<file path="config.mk">
export PLATFORM = sky130hd
export DESIGN_NAME = sequence_gap_tracker
export DESIGN_NICKNAME = d
export VERILOG_FILES = /design/src/rtl/core/sgt_pkg.sv /design/src/rtl/core/sgt_ram.sv /design/src/rtl/core/sgt_store.sv /design/src/rtl/core/sequence_gap_tracker.sv
export SDC_FILE = /design/constraint.sdc
export NUM_CORES = 1
export LEC_CHECK = 0
export BUFFER_PORTS_ARGS = -buffer_cell sky130_fd_sc_hd__buf_2
export CORE_MARGIN = 2
export CORE_UTILIZATION = 55
export DETAILED_ROUTE_END_ITERATION = 8
export PLACE_DENSITY_LB_ADDON = 0.3
export SYNTH_ARGS = -nofsm -noshare
export SYNTH_HDL_FRONTEND = slang
export SYNTH_SLANG_ARGS = --single-unit
</file>
<file path="constraint.sdc">
create_clock -name clock -period 4.01 [get_ports clock]
set_input_delay 1.203 -clock clock [delete_from_list [all_inputs] [get_ports clock]]
set_output_delay 1.203 -clock clock [all_outputs]
set_load 0.03 [all_outputs]
</file>
<file path="src/rtl/core/sgt_pkg.sv">
// Shared types, constants and a helper function of the sequence gap tracker.
`default_nettype none

package sgt_pkg;

   localparam int WINDOW  = 64;
   localparam int ADDR_W  = $clog2(WINDOW);
   localparam int OP_W    = 2;
   localparam int HEAD_W  = 7;
   localparam int SLOT_W  = 6;
   localparam int TOTAL_W = 7;
   localparam int ENTRY_W = 2;

   localparam logic [HEAD_W-1:0] WIN_HEAD = HEAD_W'(WINDOW);

   typedef enum logic [OP_W-1:0] {
      OP_INSERT = 2'd0,
      OP_QUERY  = 2'd1,
      OP_LIST   = 2'd2,
      OP_CLOSE  = 2'd3
   } op_type;

   typedef struct packed {
      logic recv;
      logic miss;
   } entry_type;

   typedef struct packed {
      logic              en;
      logic [ADDR_W-1:0] addr;
   } rd_req_type;

   typedef struct packed {
      logic              en;
      logic [ADDR_W-1:0] addr;
      entry_type         ent;
   } wr_req_type;

   function automatic logic [HEAD_W-1:0] head_clamp(input logic [HEAD_W-1:0] v);
      logic [HEAD_W-1:0] r;
      r = (v > WIN_HEAD) ? WIN_HEAD : v;
      return r;
   endfunction

endpackage

`default_nettype wire

</file>
<file path="src/rtl/core/sgt_ram.sv">
// Generic single-port-write, single-port-read RAM with a registered read.
`default_nettype none

module sgt_ram #(
   parameter int WIDTH = 2,
   parameter int DEPTH = 64
) (
   input  wire logic                     clock,
   input  wire logic                     wr_en,
   input  wire logic [$clog2(DEPTH)-1:0] wr_addr,
   input  wire logic [WIDTH-1:0]         wr_data,
   input  wire logic                     rd_en,
   input  wire logic [$clog2(DEPTH)-1:0] rd_addr,
   output      logic [WIDTH-1:0]         rd_data
);

   logic [WIDTH-1:0] mem [DEPTH];
   logic [WIDTH-1:0] rd_data_ff;

   always_ff @(posedge clock) begin
      if (wr_en) begin
         mem[wr_addr] <= wr_data;
      end
      if (rd_en) begin
         rd_data_ff <= mem[rd_addr];
      end
   end

   assign rd_data = rd_data_ff;

endmodule

`default_nettype wire

</file>
<file path="src/rtl/core/sgt_store.sv">
// Slot store: the per-slot received and missing bits in RAM, with valid bits for reset.
`default_nettype none

module sgt_store (
   input  wire logic               clock,
   input  wire logic               reset,
   input  wire sgt_pkg::rd_req_type rd_req,
   input  wire sgt_pkg::wr_req_type wr_req,
   output      sgt_pkg::entry_type  rd_ent
);

   import sgt_pkg::*;

   logic [WINDOW-1:0]  vld_ff;
   logic               rd_vld_ff;
   logic [ENTRY_W-1:0] ram_q;

   sgt_ram #(
      .WIDTH(ENTRY_W),
      .DEPTH(WINDOW)
   ) u_ram (
      .clock   (clock),
      .wr_en   (wr_req.en),
      .wr_addr (wr_req.addr),
      .wr_data (wr_req.ent),
      .rd_en   (rd_req.en),
      .rd_addr (rd_req.addr),
      .rd_data (ram_q)
   );

   // An entry never written since reset reads as neither received nor missing.
   always_ff @(posedge clock) begin
      if (reset) begin
         vld_ff    <= '0;
         rd_vld_ff <= 1'b0;
      end else begin
         if (wr_req.en) begin
            vld_ff[wr_req.addr] <= 1'b1;
         end
         if (rd_req.en) begin
            rd_vld_ff <= vld_ff[rd_req.addr];
         end
      end
   end

   assign rd_ent = rd_vld_ff ? entry_type'(ram_q) : '0;

endmodule

`default_nettype wire

</file>
<file path="src/rtl/core/sequence_gap_tracker.sv">
// Top level of the sequence gap tracker: command decode, slot walks and result register.
//
// The tracker keeps, for each of WINDOW sequence slots, a received bit and a
// missing bit in a single RAM, plus a scan head and a running count of missing
// slots in registers. A command is taken when start is high and busy is low.
// Insert and query first read the slot, then decide; an insert also writes
// the slot back. An insert above the head also walks the skipped slots, one
// per cycle. Close walks from the head to the top of the window. A listing
// with nothing missing answers without a walk; otherwise it walks the window
// from slot 0 and stops at the last missing slot. The single RAM read port
// sets the pace of every walk. Each result is shown for exactly one cycle
// with rsp_valid high; there is no backpressure, so the receiver must take
// every result in the cycle it appears. A write on the csr port loads the
// head at once and must only be made while busy is low.
`default_nettype none

module sequence_gap_tracker (
   input  wire logic                        clock,
   input  wire logic                        reset,
   input  wire logic                        start,
   output      logic                        busy,
   input  wire logic [sgt_pkg::OP_W-1:0]    req_op,
   input  wire logic [sgt_pkg::HEAD_W-1:0]  req_pos,
   input  wire logic                        csr_wr_en,
   input  wire logic [sgt_pkg::HEAD_W-1:0]  csr_wr_data,
   output      logic                        rsp_valid,
   output      logic                        rsp_status,
   output      logic                        rsp_present,
   output      logic [sgt_pkg::SLOT_W-1:0]  rsp_missing_slot,
   output      logic                        rsp_none_missing,
   output      logic [sgt_pkg::TOTAL_W-1:0] rsp_missing_total,
   output      logic                        rsp_last
);

   import sgt_pkg::*;

   typedef enum logic [1:0] {
      ST_IDLE,
      ST_EVAL,
      ST_FILL,
      ST_SCAN
   } state_type;

   typedef struct packed {
      logic               status;
      logic               present;
      logic [SLOT_W-1:0]  slot;
      logic               none;
      logic [TOTAL_W-1:0] total;
      logic               last;
   } rsp_type;

   state_type          state_ff,  state_in;
   logic [HEAD_W-1:0]  head_ff,   head_in;
   logic [TOTAL_W-1:0] count_ff,  count_in;
   op_type             op_ff,     op_in;
   logic [HEAD_W-1:0]  pos_ff,    pos_in;
   logic [HEAD_W-1:0]  rd_idx_ff, rd_idx_in;
   logic [HEAD_W-1:0]  end_ff,    end_in;
   logic               pend_ff,   pend_in;
   logic [ADDR_W-1:0]  wr_idx_ff, wr_idx_in;
   logic [TOTAL_W-1:0] emit_ff,   emit_in;
   logic               rsp_valid_ff, rsp_valid_in;
   rsp_type            rsp_ff,    rsp_in;

   rd_req_type rd_req;
   wr_req_type wr_req;
   entry_type  rd_ent;

   logic last_hit;

   sgt_store u_store (
      .clock  (clock),
      .reset  (reset),
      .rd_req (rd_req),
      .wr_req (wr_req),
      .rd_ent (rd_ent)
   );

   assign last_hit = ((emit_ff + TOTAL_W'(1)) == count_ff);

   always_comb begin
      state_in     = state_ff;
      head_in      = head_ff;
      count_in     = count_ff;
      op_in        = op_ff;
      pos_in       = pos_ff;
      rd_idx_in    = rd_idx_ff;
      end_in       = end_ff;
      pend_in      = pend_ff;
      wr_idx_in    = wr_idx_ff;
      emit_in      = emit_ff;
      rsp_valid_in = 1'b0;
      rsp_in       = rsp_ff;
      rd_req       = '0;
      wr_req       = '0;

      case (state_ff)
         ST_IDLE: begin
            if (start) begin
               op_in  = op_type'(req_op);
               pos_in = req_pos;
               case (op_type'(req_op))
                  OP_INSERT, OP_QUERY: begin
                     rd_req.en   = 1'b1;
                     rd_req.addr = req_pos[ADDR_W-1:0];
                     state_in    = ST_EVAL;
                  end
                  OP_LIST: begin
                     if (count_ff == '0) begin
                        rsp_valid_in = 1'b1;
                        rsp_in       = '0;
                        rsp_in.none  = 1'b1;
                        rsp_in.last  = 1'b1;
                     end else begin
                        rd_idx_in = '0;
                        pend_in   = 1'b0;
                        emit_in   = '0;
                        state_in  = ST_SCAN;
                     end
                  end
                  OP_CLOSE: begin
                     rsp_valid_in = 1'b1;
                     rsp_in       = '0;
                     rsp_in.last  = 1'b1;
                     rd_idx_in    = head_ff;
                     end_in       = WIN_HEAD;
                     pend_in      = 1'b0;
                     head_in      = WIN_HEAD;
                     state_in     = ST_FILL;
                  end
                  default: begin
                     state_in = ST_IDLE;
                  end
               endcase
            end
         end

         ST_EVAL: begin
            rsp_valid_in = 1'b1;
            rsp_in       = '0;
            rsp_in.last  = 1'b1;
            state_in     = ST_IDLE;
            if (op_ff == OP_QUERY) begin
               rsp_in.present = (pos_ff < WIN_HEAD) && rd_ent.recv;
               rsp_in.status  = !rsp_in.present;
            end else if ((pos_ff >= WIN_HEAD) || rd_ent.recv) begin
               rsp_in.status = 1'b1;
            end else begin
               wr_req.en       = 1'b1;
               wr_req.addr     = pos_ff[ADDR_W-1:0];
               wr_req.ent.recv = 1'b1;
               if (pos_ff < head_ff) begin
                  wr_req.ent.miss = 1'b0;
                  if (rd_ent.miss) begin
                     count_in = count_ff - TOTAL_W'(1);
                  end
               end else begin
                  wr_req.ent.miss = rd_ent.miss;
                  head_in         = pos_ff + HEAD_W'(1);
                  if (pos_ff > head_ff) begin
                     rd_idx_in = head_ff;
                     end_in    = pos_ff;
                     pend_in   = 1'b0;
                     state_in  = ST_FILL;
                  end
               end
            end
         end

         ST_FILL: begin
            if (pend_ff && !rd_ent.recv) begin
               wr_req.en       = 1'b1;
               wr_req.addr     = wr_idx_ff;
               wr_req.ent.recv = 1'b0;
               wr_req.ent.miss = 1'b1;
               if (!rd_ent.miss) begin
                  count_in = count_ff + TOTAL_W'(1);
               end
            end
            if (rd_idx_ff < end_ff) begin
               rd_req.en   = 1'b1;
               rd_req.addr = rd_idx_ff[ADDR_W-1:0];
               pend_in     = 1'b1;
               wr_idx_in   = rd_idx_ff[ADDR_W-1:0];
               rd_idx_in   = rd_idx_ff + HEAD_W'(1);
            end else begin
               pend_in  = 1'b0;
               state_in = ST_IDLE;
            end
         end

         ST_SCAN: begin
            if (rd_idx_ff < WIN_HEAD) begin
               rd_req.en   = 1'b1;
               rd_req.addr = rd_idx_ff[ADDR_W-1:0];
               pend_in     = 1'b1;
               wr_idx_in   = rd_idx_ff[ADDR_W-1:0];
               rd_idx_in   = rd_idx_ff + HEAD_W'(1);
            end else begin
               pend_in = 1'b0;
            end
            if (pend_ff && rd_ent.miss) begin
               rsp_valid_in = 1'b1;
               rsp_in       = '0;
               rsp_in.slot  = SLOT_W'(wr_idx_ff);
               rsp_in.total = count_ff;
               rsp_in.last  = last_hit;
               emit_in      = emit_ff + TOTAL_W'(1);
               if (last_hit) begin
                  pend_in  = 1'b0;
                  state_in = ST_IDLE;
               end
            end
         end

         default: begin
            state_in = ST_IDLE;
         end
      endcase

      if (csr_wr_en) begin
         head_in = head_clamp(csr_wr_data);
      end
   end

   always_ff @(posedge clock) begin
      op_ff     <= op_in;
      pos_ff    <= pos_in;
      rd_idx_ff <= rd_idx_in;
      end_ff    <= end_in;
      wr_idx_ff <= wr_idx_in;
      emit_ff   <= emit_in;
      rsp_ff    <= rsp_in;
      if (reset) begin
         state_ff     <= ST_IDLE;
         head_ff      <= head_clamp('0);
         count_ff     <= '0;
         pend_ff      <= 1'b0;
         rsp_valid_ff <= 1'b0;
      end else begin
         state_ff     <= state_in;
         head_ff      <= head_in;
         count_ff     <= count_in;
         pend_ff      <= pend_in;
         rsp_valid_ff <= rsp_valid_in;
      end
   end

   assign busy              = (state_ff != ST_IDLE);
   assign rsp_valid         = rsp_valid_ff;
   assign rsp_status        = rsp_ff.status;
   assign rsp_present       = rsp_ff.present;
   assign rsp_missing_slot  = rsp_ff.slot;
   assign rsp_none_missing  = rsp_ff.none;
   assign rsp_missing_total = rsp_ff.total;
   assign rsp_last          = rsp_ff.last;

endmodule

`default_nettype wire

</file>
# Word-level counts from Yosys, hierarchy flattened

Memory sizes are Yosys's and may differ from the RTL's. A register that Yosys moved wholly into a read port is not among the register bits.
Cells that the tools add are included.

$add $sub $neg: 5
Magnitude comparators: 10
Equal/unequal tests: 33
Multiplexer cells: 90
Bitwise gates (word level): 1
Reduce and logical (&&, ||, !) cells: 28

Operators by type and width:

| kind                                                       | number |
|---|---|
| 2-to-1 mux 7 bit                                           | 32 |
| case mux 7 bit (2 select lines)                            | 5 |
| bitwise OR 64 bit                                          | 1 |
| 2-to-1 mux 17 bit                                          | 3 |
| case mux 17 bit (3 select lines)                           | 1 |
| case mux 17 bit (2 select lines)                           | 1 |
| inequality test 2 bit, second input constant               | 15 |
| adder 7 x 1 -> 7 bit, second input constant                | 4 |
| case mux 7 bit (4 select lines)                            | 1 |
| 2-to-1 mux 9 bit                                           | 3 |
| 2-to-1 mux 1 bit                                           | 21 |
| case mux 7 bit (3 select lines)                            | 1 |
| AND reduction 7 bit                                        | 3 |
| 2-to-1 mux 2 bit                                           | 10 |
| inequality test 3 bit, second input constant               | 6 |
| case mux 9 bit (2 select lines)                            | 1 |
| AND reduction 5 bit                                        | 3 |
| less-than comparator 6 x 7 -> 1 bit, second input constant | 2 |
| less-than comparator 7 bit                                 | 2 |
| less-than comparator 7 bit, second input constant          | 2 |
| 2-to-1 mux 6 bit                                           | 2 |
| case mux 6 bit (2 select lines)                            | 1 |
| nonzero test 2 bit                                         | 5 |
| AND reduction 9 bit                                        | 1 |
| 28 further kinds                                           | 41 |

Bits in registers: 136
Bits in writable memories: 128
Input port bits: 20
Output and inout bits: 19
Word-level logic and storage cells: 187
Memories: 1

Memory list:

| memory            | words | bits a word | read ports | clocked after memory_dff | write ports | RTL line      | RTL |
|---|---|---|---|---|---|---|---|
| u_store.u_ram.mem | 64    | 2           | 1          | 1                        | 1           | sgt_ram.sv:17 | `logic [WIDTH-1:0] mem [DEPTH];` |

# Depth between registers and ports, before layout

Gate-level depths: netlist of the first run.

Word-level depth: 10
Depth in mapped cells: 16
Depth with buffers taken out: 13

# Modules after synthesis

A second synthesis of the first run with hierarchy kept.

Cells, all modules: 1011
Area total of the unflattened synthesis: 12311.8 um^2

Modules (own cells, without submodules):

| module               | times used | cells an instance | area an instance (um^2) | seq. area each (um^2) |
|---|---|---|---|---|
| sgt_ram              | 1          | 315               | 5509.0                  | 3903.7 |
| sequence_gap_tracker | 1          | 400               | 4083.9                  | 1951.9 |
| sgt_store            | 1          | 296               | 2718.9                  | 1301.2 |

# Worst setup path before layout of the first run

No wires, ideal clock.

Path kind: input-to-reg
Start point: input req_op[1] in the netlist's numbering
End point: register u_store.u_ram.rd_data_ff[1] (netlist: u_store.u_ram.rd_data[1]), read port of u_store.u_ram.mem (data pin)
Setup time: 0.261 ns
Arrival: 3.238 ns
Required time: 3.749 ns
Slack: 0.511 ns
Stages: 12
Path buffers: 3
Path through: buf_6 > and3b_1 > buf_4 > a21oi_4 > a21o_2 > buf_6 > or3_1 > o211ai_1 > o311a_1 > a21boi_2 > o41ai_2 > a311o_1

Word-level cells in the longest chain between the ends: 5
Elaborated cells between the ends (all ways): 6
Those cells by class: eq/ne (1); mux (3); reduce/logical (2)

Ends and longest elaborated chain:

| item                                                              | RTL line                    | RTL |
|---|---|---|
| start: declaration                                                | sequence_gap_tracker.sv:22  | `input wire logic [sgt_pkg::OP_W-1:0] req_op,` |
| equality test 2 x 1 -> 1 bit or logical NOT 2 bit (tied branches) | sequence_gap_tracker.sv:103 | `case (op_type'(req_op))` |
| OR reduction 2 bit (*)                                            | sequence_gap_tracker.sv:103 |  |
| 2-to-1 mux 7 bit (*)                                              | sequence_gap_tracker.sv:103 |  |
| 2-to-1 mux 7 bit (*)                                              | sequence_gap_tracker.sv:100 | `if (start) begin` |
| case mux 7 bit (3 select lines) (*)                               | sequence_gap_tracker.sv:98  | `case (state_ff)` |
| end: declaration                                                  | sgt_ram.sv:18               | `logic [WIDTH-1:0] rd_data_ff;` |

Mark *: on every way between the ends. The rest lies on a longest branch, timed or not.
A chain may end at the register's enable or synchronous reset.

# Worst setup path in the final report of the first run

Start point: input req_op[1] in the netlist's numbering
End point: register u_store.u_ram.rd_data_ff[0] (netlist: u_store.u_ram.rd_data[0]), read port of u_store.u_ram.mem (data pin)

Same word-level chain as after synthesis.

==> metrics, run 1 <==
status finished, final reports clean; Routed WL 33,720 um; register area share after synthesis 57.57%; Final period util 93.04%; Worst path depth 13; HP Class flip-flop to flip-flop; htree depth 1; DR vias/cell 6.121; DRC Markers 0; crit-path max FO 42; Final Skew 35.29 ps; core area 0.02243 sq mm; highest clock rate 268.0 MHz; Initial Util 55.42%; Post-Synthesis Cell Area 0.01243 sq mm; TritonCTS clock tree done; Top FF cell, synth edfxtp_1; first-pass GRT wire length 52,340 um; CTS max path bufs 3; CP Capture Type flip-flop; syn_nets 1,253; maxcap violations 0; # clock sinks 266; Pwr Total 9.211 mW; Fillers 1,789; cell family with most CP delay simple AND/OR/NAND/NOR gates; Hold Path Depth 2; vias 9,647; distinct cell type count after synthesis 78; Global Route Usage Sum 28.28%; worst vdd ir 0.3205 mV; Yosys Warn Count 0; RR Startpoint rd_idx_ff[6]; final core utilization 62.76%; synthesis-stage register bit count 266; Num CTS Buffers 28; Static Leak 4.960 nW; Post-Route Setup TNS 0 ps; R2R cell count 13; Post-Syn Instances 1,206; crit path DAT 4170 ps; Post-synth ARST share 0%; # hold bufs at CTS 0; io pins 39; vias in the first global route 9,148; Die W 154.3 um; share of cells above drive strength 1 13.71%; post-layout min period 3731 ps; global placement routability congestion 1.027; final setup vio count 0; CP Cell Sequence buf_2 -> buf_4 -> and4b_1 -> nor2_1 -> nor2_1 -> a21boi_4 -> buf_12 -> nand2_1 -> and3_1 -> a311oi_1 -> nor4_1 -> nor4_1 -> or3_1; Routed Antenna Nets 0; Critical Path Start req_op[1]; CP max stage cell a311oi_1; remaining global-route overflow 0; reg2reg setup slack 370 ps; Clk Latency, worst-skew pair 570 ps; commonest non-fill, non-tap cell in the layout nor2_1; ant diodes 0; Bufs and invs on worst path 3; worst stage delay on the critical path 560 ps; area grow syn2layout 13.26%; dpl hpwl 23,060 um; critical path data required time 4450 ps; Reg-to-Reg End u_store.u_ram.rd_data[0]; Slew Viols, Final 0; DIE AREA 0.02382 sq mm; final hold vios 0; Worst slew margin 39.21%; actual slew at the worst max-slew pin 888.9 ps; antenna violations before repair 0; pin count of the biggest net entering global routing 70; post_cts resized 0; detailed-router iteration count before antenna repair 6; Post-synth EDFFs 183; most frequent cells in the layout nor2_1 (256), edfxtp_1 (183), nand2_1 (122); syn avg cell area 10.31 sq um; port bufs 38; WL/cell 21.40 um; FP Rows 55; CTS root buffer clkbuf_16; clock-pin slew on the worst setup and hold paths 60 ps; Pwr Density 654.2 mW/mm^2; nets@finish 1,316; CP Capture Point u_store.u_ram.rd_data[0]; Crit Path Class input pin to flip-flop; post-CTS setup buffer count 0; Die Span Y 154.3 um; CP Launch Type input pin; RSZ-0062 raised after global routing no; Initial DRC Count 1,107
## worst min path at each step
stage | slack [ps] | end | start
after floorplan | 430 | u_store.vld_ff[19] | u_store.vld_ff[19]
after global placement | 440 | u_store.vld_ff[47] | u_store.vld_ff[47]
after CTS | 470 | u_store.vld_ff[47] | u_store.vld_ff[47]
after global routing | 480 | u_store.vld_ff[47] | u_store.vld_ff[47]
final | 470 | u_store.vld_ff[5] | u_store.vld_ff[5]
after detailed placement | 460 | u_store.vld_ff[47] | u_store.vld_ff[47]
## tightest hold or removal path: stages, from the launching register on
cell and delay, ps:
dfxtp_1 320, nor2_1 50, nor2_1 70
## logic make-up after synthesis
group	count (synthesis)	share of synthesized area (%)
flip-flops	266	57.57
buffers and inverters	89	3.371
multiplexers	16	1.328
adder cells (fa/ha/maj)	27	2.778
AND/OR/NAND/NOR	565	20.28
AO/OA/AOI/OAI	214	12.63
XOR/XNOR	29	2.043
## sequential cells by signal, indices dropped and copies added (netlist names), 2 cells and up
name / flops
op_ff: 2
u_store.u_ram.rd_data: 2
rsp_missing_total: 7
emit_ff: 7
end_ff: 7
wr_idx_ff: 6
head_ff: 7
u_store.u_ram.mem: 128
count_ff: 7
state_ff: 2
u_store.vld_ff: 64
rd_idx_ff: 7
rsp_missing_slot: 6
pos_ff: 7
## layout make-up
type	instances	area (sq um)	share of cell area (%)
multi-input combinational	851	4882	34.68
inverter	30	112.6	0.7998
tap	285	356.6	2.533
clock buffer	43	827.0	5.874
sequential	266	7157	50.83
timing repair buffer	92	683.2	4.852
clock inverter	9	61.31	0.4354
## per-layer routing
layer	share of wire, %	routed length [um]	global-route usage, %	vias to the layer above
li1	-	-	-	4451
met1	43	14340	40.72	4613
met2	44	14970	44.07	496
met3	9.4	3184	4.371	87
met4	3.7	1234	9.965	0
met5	0	0	0	-
## stage by stage
| step | cells | area, sq um | worst slack, ps | hold WS (ps) |
|---|---|---|---|---|
| 2_1_floorplan | 1206 | 12430 | 510.5 | 433.5 |
| 3_3_place_gp | 1524 | 13190 | -139.1 | 444.3 |
| 3_5_place_dp | 1524 | 13190 | -237.8 | 457.9 |
| 4_1_cts | 1576 | 14080 | 360.3 | 471.1 |
| 5_1_grt | 1576 | 14080 | 148.6 | 475.6 |
| 6_report | 1576 | 14080 | 279.0 | 468.1 |
## synthesized netlist by cell type, types with 8 or more instances
| master | instances | area, sq um |
|---|---|---|
| a31oi_1 | 8 | 50.05 |
| a21oi_1 | 38 | 190.2 |
| nor2_1 | 256 | 960.9 |
| xnor2_1 | 14 | 122.6 |
| xor2_1 | 15 | 131.4 |
| mux2i_1 | 15 | 150.1 |
| and2_1 | 26 | 162.7 |
| inv_1 | 29 | 108.9 |
| and3_1 | 14 | 87.58 |
| buf_2 | 20 | 100.1 |
| ha_1 | 26 | 325.3 |
| a211oi_1 | 20 | 150.1 |
| a22oi_1 | 8 | 60.06 |
| nand3_1 | 39 | 195.2 |
| o21ai_0 | 38 | 190.2 |
| nand4_1 | 11 | 68.82 |
| dfxtp_1 | 83 | 1662 |
| o211ai_1 | 9 | 67.56 |
| edfxtp_1 | 183 | 5495 |
| o21ba_2 | 12 | 120.1 |
| nand2_1 | 122 | 457.9 |
| or3_1 | 11 | 68.82 |
| clkbuf_1 | 28 | 105.1 |
| nor3_1 | 52 | 260.3 |
## report_power, final
part           internal (mW)  switching (mW)
Combinational           1.12            2.14
Clock                   1.42            1.06
Sequential              3.28           0.191
Total                   5.82            3.39
No activity file was read; power rests on OpenSTA's default activity.
==> run 2, diff against run 1 <==
RECOVER_POWER = 50   (was unset)
==> run 2 against run 1 <==
- non-clock buffer count stayed put
- global-route usage stayed put
- critical path depth is 6 lower
- worst setup slack worse by 90 ps
- flip-flop and latch count stayed put
- hold slack hardly changed
- fmax is 2.4% lower
- final area is 0.68% lower
- die area stayed put
- clock skew is 3.3 ps lower
- highest routed layer unchanged
==> metrics, run 2 (synthesis results as in run 1) <==
final setup vio count 0; largest registers u_store.u_ram.mem x128, u_store.vld_ff x64; crit path DAT 3990 ps; dpl hpwl 23,060 um; TritonCTS clock tree done; DR vias/cell 6.140; max reg flops 128; FP Rows 55; DIE AREA 0.02382 sq mm; worst vdd ir 0.3214 mV; Placement Setup Slack -237.8 ps; DRC Markers 0; critical path data required time 4180 ps; RSZ-0062 raised after global routing no; highest clock rate 261.7 MHz; htree depth 1; Worst slew margin 7.616%; core area 0.02243 sq mm; CTS root buffer clkbuf_16; Die W 154.3 um; Pwr Density 654.9 mW/mm^2; Global Route Usage Sum 28.28%; post-layout min period 3821 ps; ant diodes 0; Routed WL 33,730 um; dpl cells 1,524; clock-pin slew on the worst setup and hold paths 60 ps; Final WS setup 188.9 ps; Num CTS Buffers 28; fin cells 1,576; Initial Util 55.42%; Fillers 1,823; register with the most flip-flops u_store.u_ram.mem; post-CTS setup buffer count 0; Clk Latency, worst-skew pair 570 ps; CP Launch Type flip-flop; actual slew at the worst max-slew pin 1386 ps; antenna violations before repair 0; first-pass GRT wire length 52,340 um; # hold bufs at CTS 0; WL/cell 21.40 um; Die Span Y 154.3 um; Final Skew 31.97 ps; Initial DRC Count 1,036; detailed-router iteration count before antenna repair 7; global placement routability congestion 1.027; HP Class flip-flop to flip-flop; area grow syn2layout 12.48%; vias in the first global route 9,148; # clock sinks 266; share of cells above drive strength 1 10.46%; Slew Viols, Final 0; status finished, final reports clean; Crit Path Class flip-flop to flip-flop; post_cts resized 0; remaining global-route overflow 0; commonest non-fill, non-tap cell in the layout nor2_1; CP Capture Type flip-flop; Post-Route Setup TNS 0 ps; io pins 39; pin count of the biggest net entering global routing 70; most frequent cells in the layout nor2_1 (256), edfxtp_1 (183), nand2_1 (122); Static Leak 4.819 nW; port bufs 38; nets@finish 1,316; crit-path max FO 16; Pwr Total 9.157 mW; Routed Antenna Nets 0; maxcap violations 0; reg2reg setup slack 190 ps; CTS max path bufs 3; final hold vios 0; Final period util 95.29%; vias 9,677
run 2: path summary, 6_finish.rpt:
check	end	cells after the start	from
min	u_store.vld_ff[5]	2	u_store.vld_ff[5]
min reg2reg	u_store.vld_ff[5]	2	u_store.vld_ff[5]
max reg2reg	end_ff[1]	7	state_ff[1]
max	end_ff[1]	7	state_ff[1]
run 2: per-stage QoR:
| stage | util, % | hold WS [ps] | cell area, sq um |
|---|---|---|---|
| final | 62.33 | 467.9 | 13980 |
| after global routing | 62.33 | 475.6 | 13980 |
| after CTS | 62.76 | 471.1 | 14080 |
| after detailed placement | 58.80 | 457.9 | 13190 |
| after global placement | 58.80 | 444.3 | 13190 |
| after floorplan | - | 433.5 | 12430 |
run 2: worst max-delay path, stage by stage, from the launching register on:
cell,delay (ps)
dfxtp_1,340
inv_1,80
ha_1,630
inv_1,140
clkbuf_1,380
o21ai_0,980
o21ai_0,230
a21oi_1,660
run 2: layer usage:
layer / part of all wire (%) / vias up / global-route usage [%]
met5: 0 / - / 0
met3: 10 / 89 / 4.371
met4: 3.5 / 0 / 9.965
met2: 44 / 523 / 44.07
li1: - / 4457 / -
met1: 42 / 4608 / 40.72
run 2: power by group:
group	total, mW	switching [mW]	internal, mW	leakage, nW
logic	3.19	2.15	1.05	2.15
registers	3.48	0.194	3.28	2.24
clock network	2.49	1.07	1.42	0.435
total	9.16	3.41	5.75	4.82
run 2: area by class of cell:
class | instances | area, sq um | share of cell area [%]
tap | 285 | 356.6 | 2.550
inverter | 30 | 112.6 | 0.8053
clock inverter | 9 | 61.31 | 0.4384
multi-input combinational | 851 | 4875 | 34.86
clock buffer | 43 | 827.0 | 5.914
timing repair buffer | 92 | 594.3 | 4.250
sequential | 266 | 7157 | 51.18
